### src/rtl/srtb_pkg.sv
`timescale 1ns / 1ps
// Shared types, constants and helpers for the slow-read thread backoff core.
// No dependencies; imported by every module of the block.
package srtb_pkg;

  localparam int MAX_THREADS = 256;
  localparam int THREAD_CAP  = (MAX_THREADS > 511) ? 511 : MAX_THREADS;
  localparam logic [8:0] THREAD_TOP = 9'(THREAD_CAP);

  localparam logic [19:0] NS_PER_MS = 20'd1000000;
  localparam logic [29:0] NS_PER_S  = 30'd1000000000;

  localparam logic [15:0] MIN_LATENCY_RST  = 16'd1000;
  localparam logic [39:0] MAX_BPS_RST      = 40'd1048576;
  localparam logic [15:0] MIN_INTERVAL_RST = 16'd1000;
  localparam logic [7:0]  EVENTS_RST       = 8'd2;
  localparam logic        STEAL_DIS_RST    = 1'b0;
  localparam logic [8:0]  INIT_THREADS_RST = 9'd16;

  typedef enum logic [2:0] {
    REG_MIN_LATENCY  = 3'd0,
    REG_MAX_BPS      = 3'd1,
    REG_MIN_INTERVAL = 3'd2,
    REG_EVENTS       = 3'd3,
    REG_STEAL_DIS    = 3'd4,
    REG_INIT_THREADS = 3'd5
  } reg_idx_t;

  typedef struct packed {
    logic [15:0] min_latency_ms;
    logic [39:0] max_bytes_per_sec;
    logic [15:0] min_interval_ms;
    logic [7:0]  events_to_backoff;
    logic        stealing_disabled;
  } cfg_t;

  // Per-report result of the state-free checks
  typedef struct packed {
    logic        long_read;
    logic        below_rate;
    logic [47:0] now_ns;
  } chk_t;

  function automatic logic [8:0] clamp_threads(input logic [8:0] v);
    logic [8:0] r;
    r = v;
    if (r == 9'd0) r = 9'd1;
    if (r > THREAD_TOP) r = THREAD_TOP;
    return r;
  endfunction

endpackage

### src/rtl/srtb_backoff_ctrl.sv
`timescale 1ns / 1ps
// Backoff state (thread limit, event count, last event time) and result register.
// Depends on srtb_pkg.
module srtb_backoff_ctrl
  import srtb_pkg::*;
(
  input  logic        clk,
  input  logic        rst,
  input  cfg_t        cfg,
  input  logic        load,
  input  logic [8:0]  load_threads,
  input  logic        in_valid,
  output logic        in_ready,
  input  chk_t        chk,
  output logic        out_valid,
  input  logic        out_ready,
  output logic [8:0]  allowed_threads,
  output logic        slow_event,
  output logic        lowered
);

  logic [8:0]  thread_limit, thread_limit_next;
  logic [7:0]  event_count, event_count_next;
  logic [47:0] last_event_time;
  logic [47:0] elapsed;
  logic [35:0] int_thr;
  logic [7:0]  count_inc;
  logic        slow, lower, take;

  assign in_ready = !out_valid || out_ready;
  assign take     = in_valid && in_ready;

  assign elapsed   = chk.now_ns - last_event_time;
  assign int_thr   = 36'(cfg.min_interval_ms) * 36'(NS_PER_MS);
  assign count_inc = event_count + 8'd1;

  always_comb begin
    slow = (cfg.min_latency_ms != 16'd0) && !cfg.stealing_disabled && chk.long_read &&
           (thread_limit > 9'd1) && chk.below_rate && (elapsed >= 48'(int_thr));
    lower = 1'b0;
    thread_limit_next = thread_limit;
    event_count_next  = event_count;
    if (slow) begin
      event_count_next = count_inc;
      if (count_inc >= cfg.events_to_backoff) begin
        event_count_next  = 8'd0;
        thread_limit_next = thread_limit - 9'd1;
        lower             = 1'b1;
      end
    end
  end

  always_ff @(posedge clk) begin
    if (rst) begin
      thread_limit    <= clamp_threads(INIT_THREADS_RST);
      event_count     <= 8'd0;
      last_event_time <= 48'd0;
      out_valid       <= 1'b0;
    end else begin
      if (load) begin
        thread_limit <= clamp_threads(load_threads);
      end else if (take) begin
        thread_limit <= thread_limit_next;
      end
      if (take) begin
        event_count <= event_count_next;
        if (slow) last_event_time <= chk.now_ns;
      end
      if (in_ready) out_valid <= in_valid;
    end
  end

  always_ff @(posedge clk) begin
    if (take) begin
      allowed_threads <= thread_limit_next;
      slow_event      <= slow;
      lowered         <= lower;
    end
  end

`ifndef SYNTHESIS
  a_limit_nonzero: assert property (@(posedge clk) disable iff (rst)
    thread_limit != 9'd0)
    else $error("thread limit reached zero");

  a_lower_needs_slow: assert property (@(posedge clk) disable iff (rst)
    out_valid && lowered |-> slow_event)
    else $error("decrement without slow event");

  a_lower_step: assert property (@(posedge clk) disable iff (rst)
    take && lower && !load |=> thread_limit == $past(thread_limit) - 9'd1)
    else $error("thread limit did not drop by one");

  a_event_time: assert property (@(posedge clk) disable iff (rst)
    take && slow |=> last_event_time == $past(chk.now_ns))
    else $error("last event time not captured");

  a_result_matches: assert property (@(posedge clk) disable iff (rst)
    take && !load |=> allowed_threads == thread_limit)
    else $error("result thread count differs from state");
`endif

endmodule

### config.mk
export PLATFORM = sky130hd
export DESIGN_NAME = srtb_backoff_ctrl
export DESIGN_NICKNAME = d
export VERILOG_FILES = /design/src/rtl/srtb_pkg.sv /design/src/rtl/srtb_backoff_ctrl.sv
export SDC_FILE = /design/constraint.sdc
export NUM_CORES = 1
export LEC_CHECK = 0
export ABC_AREA = 1
export BUFFER_PORTS_ARGS = -buffer_cell sky130_fd_sc_hd__buf_2
export CAP_MARGIN = 20
export CORE_ASPECT_RATIO = 0.8
export CORE_MARGIN = 2
export CORE_UTILIZATION = 55
export DETAILED_ROUTE_END_ITERATION = 10
export MAX_ROUTING_LAYER = met4
export PLACE_DENSITY_LB_ADDON = 0.1
export SLEW_MARGIN = 5
export SYNTH_ARGS = -nofsm -noshare
export SYNTH_HDL_FRONTEND = slang
export SYNTH_SLANG_ARGS = --single-unit
### constraint.sdc
create_clock -name clk -period 7.1 [get_ports clk]
set_input_delay 1.42 -clock clk [delete_from_list [all_inputs] [get_ports clk]]
set_output_delay 1.42 -clock clk [all_outputs]
set_load 0.05 [all_outputs]
**Word level (Yosys, flattened, before mapping)**

Cells that the tools add are included.

- Register bits: 77
- Input port bits: 145
- Output and inout port bits: 13
- Logic and storage cells: 38

- $add $sub $neg: 3
- Multiply operators: 1
- $lt $le $gt $ge: 4
- Multiplexer cells: 10
- Reductions and logical operators: 13

Operators by type and width:

| kind | count |
|---|---|
| two-way mux 9 bit | 8 |
| greater-or-equal comparator 48 x 36 -> 1 bit | 1 |
| subtractor 48 bit | 1 |
| multiplier 16 x 14 -> 30 bit, second input constant | 1 |
| nonzero test 16 bit | 1 |
| greater-than comparator 9 x 1 -> 1 bit, second input constant | 1 |
| greater-than comparator 9 bit, second input constant | 1 |
| logical NOT 9 bit | 1 |
| subtractor 9 x 1 -> 9 bit, second input constant | 1 |
| adder 8 x 1 -> 8 bit, second input constant | 1 |
| greater-or-equal comparator 8 bit | 1 |
| two-way mux 8 bit | 1 |
| logical AND 1 bit | 6 |
| logical NOT 1 bit | 2 |
| AND reduction 2 bit | 1 |
| nonzero test 2 bit | 1 |
| logical OR 1 bit | 1 |
| two-way mux 1 bit | 1 |

**Longest topological paths before layout**

- Word-level depth: 9
- Gate-level depth with buffers: 37
- Mapped depth without buffers: 36

**Worst setup path before layout**

OpenSTA, ideal clock, no wires.

- Kind: input to register
- From: input port cfg[10] (netlist bit)
- To: register last_event_time[10]
- Library setup time: 0.122 ns
- Arrival time: 7.458 ns
- Data required time: 6.978 ns
- Setup slack: -0.479 ns
- Stages on the path: 33
- Buffers on the path: 2
- Path through: inv_1 -> fa_1 -> inv_1 -> fa_1 -> fa_1 -> fa_1 -> ha_1 -> inv_1 -> fa_1 -> inv_1 -> ha_1 -> a21oi_1 -> a21boi_0 -> o21ai_1 -> a21oi_1 -> o21ai_1 -> a21oi_1 -> xor2_1 -> ha_1 -> a21oi_1 -> nor2_1 -> a211oi_1 -> nand3_1 -> nor2_1 -> nand2_1 -> nor2_1 -> nand2_2 -> nand2_4 -> inv_6 -> nand2_4 -> buf_6 -> buf_6 -> a21oi_2

- Cells in the longest elaborated chain, start to end: 4

Ends and longest elaborated chain:

| item | line | source |
|---|---|---|
| start: declaration | srtb_backoff_ctrl.sv:9 | `input cfg_t cfg,` |
| multiplier 16 x 14 -> 30 bit | srtb_backoff_ctrl.sv:34 | `assign int_thr = 36'(cfg.min_interval_ms) * 36'(NS_PER_MS);` |
| greater-or-equal comparator 48 x 36 -> 1 bit | srtb_backoff_ctrl.sv:39 | `(thread_limit > 9'd1) && chk.below_rate && (elapsed >= 48'(int_thr));` |
| logical AND 1 bit | srtb_backoff_ctrl.sv:39 |  |
| named net slow | srtb_backoff_ctrl.sv:28 | `logic slow, lower, take;` |
| AND reduction 2 bit (no line) | - |  |
| end signal: assignment | srtb_backoff_ctrl.sv:67 | `if (slow) last_event_time <= chk.now_ns;` |
| end: declaration | srtb_backoff_ctrl.sv:24 | `logic [47:0] last_event_time;` |

The timed path passes the listed nets, and every way through them passes these cells.
A chain may end at the register's enable or synchronous reset.

**Worst setup path in the final report**

- From: input port cfg[11] (netlist bit)
- To: register last_event_time[21]

Same word-level chain as after synthesis.

==> results.sh <==
export IMPL_period_share_pct=107
export IMPL_synth_ff_type="dfxtp_1"
export IMPL_sw_frac_of_total_pct=46.7
export IMPL_crit_buf_inv=10
export IMPL_ios=158
export IMPL_setup_slack_ns=-0.500
export IMPL_viasPerCell=5.16
export IMPL_tightest_slew_ns=0.784
export IMPL_drc=0
export IMPL_endpoint_kind="flop"
export IMPL_skew_ns=0.0101
export IMPL_p_seq_share_pct=9.5
export IMPL_worstPathMaxFanout=7
export IMPL_switching_power_mw=2.32
export IMPL_combPwrFrac_pct=81.0
export IMPL_dieWidth_um=166
export IMPL_placed_area_um2=13100
export IMPL_path_delay_family="adder cells"
export IMPL_core_um2=20700
export IMPL_cts_reportedPaths_clkPinSlew_ns=0.07
export IMPL_cts_sinks=77
export IMPL_finalNetCount=2363
export IMPL_relSlewSlack_pct=47.3
export IMPL_synth_edf_count=11
export IMPL_vias=11600
export IMPL_period_needed_ns=7.60
export IMPL_crit_path_top_delay_cell="fa_2"
export IMPL_grt_first_pass_wirelength_um=54100
export IMPL_cts_buffers=9
export IMPL_clkLatencyLatePin_ns=0.35
export IMPL_clkPwrFrac_pct=9.5
export IMPL_critPathMaxStageDelay_ns=0.58
export IMPL_status="complete, but fails checks"
export IMPL_area_growth_pct=24.4
export IMPL_powerDensity_nw_per_um2=344
export IMPL_synth_area_per_cell_um2=6.64
export IMPL_fin_area_um2=14400
export IMPL_antenna_found_initial=0
export IMPL_syn_nets=2139
export IMPL_htree_levels=3
export IMPL_drv_cap=0
export IMPL_cts_tree="done"
export IMPL_postSynthCellCount=1745
export IMPL_setup_worst_path_class="input pin to flop"
export IMPL_cp_common_cell="fa_1"
export IMPL_clockRootBuffer="clkbuf_16"
export IMPL_hp_class="flop to flop"
export IMPL_grt_pass1_vias=10900
export IMPL_start_kind="input pin"
export IMPL_first_iter_violations=828
export IMPL_crit_required_ns=7.33
export IMPL_start_util_pct=55.9
export IMPL_rsz0062_at_grt="true"
export IMPL_p_int_mw=2.64
export IMPL_firstDrtPassIters=5
export IMPL_grt_overflow_total=0
export IMPL_wirelength_um=33000
export IMPL_async_reset_ff_share_pct=0
export IMPL_grt_max_degree=59
export IMPL_maxSlewViolCount=0
export IMPL_ant_nets=0
export IMPL_max_freq_mhz=132
export IMPL_die_h_um=134
export IMPL_ys_seq_area_share_pct=14.3
export IMPL_die_area_um2=22200
export IMPL_gp_congestion=0.952
export IMPL_peakVddDrop_v=0.000363
export IMPL_fin_setup_tns_ns=-30.99
export IMPL_yosys_warnings=0
export IMPL_setup_viol=76
export IMPL_wl_per_cell_um=14.7
export IMPL_synth_seq_cells=77
export IMPL_clock_path_buffers=2
export IMPL_fp_row_count=47
export IMPL_ys_types=45
export IMPL_holdWs_ns=0.457
export IMPL_arrival_ns=7.83
export IMPL_grt_usage_pct=30.9
export IMPL_post_dp_hpwl_um=26200
export IMPL_portBuffers=117
export IMPL_p_leak_nw=7.63
export IMPL_violations="setup timing"
export IMPL_hold_viol_final=0
export IMPL_netlist_area_um2=11600
export IMPL_n_antenna_cell=0
export IMPL_drive_above_1_share_pct=20.6
[power groups by stage]
stage | logic, mW | clock network (mW) | registers (mW)
finish | 4.02 | 0.469 | 0.473
global route | 4.50 | 0.493 | 0.475
CTS | 3.66 | 0.479 | 0.472
detailed placement | 3.33 | 0 | 0.482
global placement | 3.22 | 0 | 0.482
floorplan | 2.25 | 0 | 0.498
[layer usage]
| layer | track usage (%) | share of wire [%] | vias up |
|---|---|---|---|
| met1 | 45.6 | 51 | 5245 |
| met4 | 5.60 | 1.5 | 0 |
| met3 | 3.42 | 5.7 | 37 |
| met5 | - | 0 | - |
| li1 | - | - | 5966 |
| met2 | 46.1 | 42 | 329 |
[metrics by stage]
| step | total power [mW] | worst slack (ns) | utilization [%] | std cells |
|---|---|---|---|---|
| floorplan | 2.75 | -0.256 | - | 1745 |
| global placement | 3.70 | -0.939 | 63.5 | 2192 |
| detailed placement | 3.81 | -1.10 | 63.5 | 2192 |
| CTS | 4.61 | -0.474 | 67.9 | 2237 |
| global route | 5.47 | -0.771 | 69.6 | 2243 |
| finish | 4.96 | -0.500 | 69.6 | 2243 |
[layout make-up]
class                           instances  area (um^2)
Multi-Input combinational cell       1280         8970
Fill cell                            1866         6300
Timing Repair Buffer                  235         1770
Sequential cell                        77         1650
Inverter                              366         1390
Tap cell                              269          337
Clock buffer                           10          250
Clock inverter                          6         42.5
[logic make-up after synthesis]
family | synth area share (%)
compound gates | 12.7
xor+xnor | 5.37
fa+ha+maj | 30.5
buf+inv | 13.0
flops | 14.3
simple gates | 24.2
[repair_timing]
item / in CTS / in global routing
gates cloned: 7 / 1
endpoints found under the setup margin: 76 / 76
hold buffers: 0 / 0
resized for setup: 80 / 96
buffers inserted: 24 / 8
pin swaps: 45 / 25
hold endpoints to repair: 0 / 0
[tightest hold or removal path: stages, from the launching register on]
cell     delay [ns]
dfxtp_1        0.30
inv_1          0.06
a21oi_1        0.05
[cell usage in the layout (no fill, tap or decap), types with 14 or more instances in the layout]
cell | synthesis | final
fa_1 | 56 | 55
o21ai_0 | 76 | 40
nor2_1 | 109 | 104
nand4_1 | 16 | 16
o21ai_1 | 16 | 41
buf_4 | 6 | 98
ha_1 | 193 | 188
dfxtp_1 | 66 | 66
nand2_2 | 3 | 29
xnor2_1 | 32 | 32
inv_1 | 351 | 343
a21oi_2 | 10 | 45
buf_2 | 4 | 115
nand3_1 | 54 | 52
nand2_1 | 466 | 427
xor2_1 | 39 | 39
inv_2 | 13 | 19
a21oi_1 | 143 | 105
nand2_4 | 2 | 14
[final timing paths]
path,startpoint,to,slack (ns),cells past startpoint
worst min-delay path,last_event_time[43],last_event_time[43],0.46,2
worst max register to register,last_event_time[2],last_event_time[21],2.73,27
worst min register to register,last_event_time[43],last_event_time[43],0.46,2
worst max-delay path,cfg[11],last_event_time[21],-0.50,36
[sequential cells by signal, indices dropped and copies added, names as in the netlist]
signal           count
allowed_threads      9
lowered              1
out_valid            1
thread_limit         9
last_event_time     48
event_count          8
slow_event           1
[synthesized netlist by cell type (3+ instances only)]
| library cell | number | area (um^2) |
|---|---|---|
| nand3_1 | 54 | 270 |
| clkbuf_1 | 10 | 37.5 |
| inv_1 | 351 | 1320 |
| nand2_1 | 466 | 1750 |
| nand2_2 | 3 | 18.8 |
| a21oi_2 | 10 | 87.6 |
| o21ai_1 | 16 | 80.1 |
| o21bai_1 | 6 | 45.0 |
| xnor2_1 | 32 | 280 |
| edfxtp_1 | 11 | 330 |
| dfxtp_1 | 66 | 1320 |
| buf_2 | 4 | 20.0 |
| buf_4 | 6 | 45.0 |
| inv_2 | 13 | 48.8 |
| nor4_1 | 9 | 56.3 |
| nor2_1 | 109 | 409 |
| ha_1 | 193 | 2410 |
| a21boi_0 | 3 | 22.5 |
| nor3_1 | 11 | 55.1 |
| fa_1 | 56 | 1120 |
| nor2_2 | 7 | 43.8 |
| xor2_1 | 39 | 342 |
| nand4_1 | 16 | 100 |
| a21oi_1 | 143 | 716 |
| o21ai_0 | 76 | 380 |
| a31oi_1 | 9 | 56.3 |
| nand3b_1 | 3 | 22.5 |
Power figures use the tool's default switching activity.
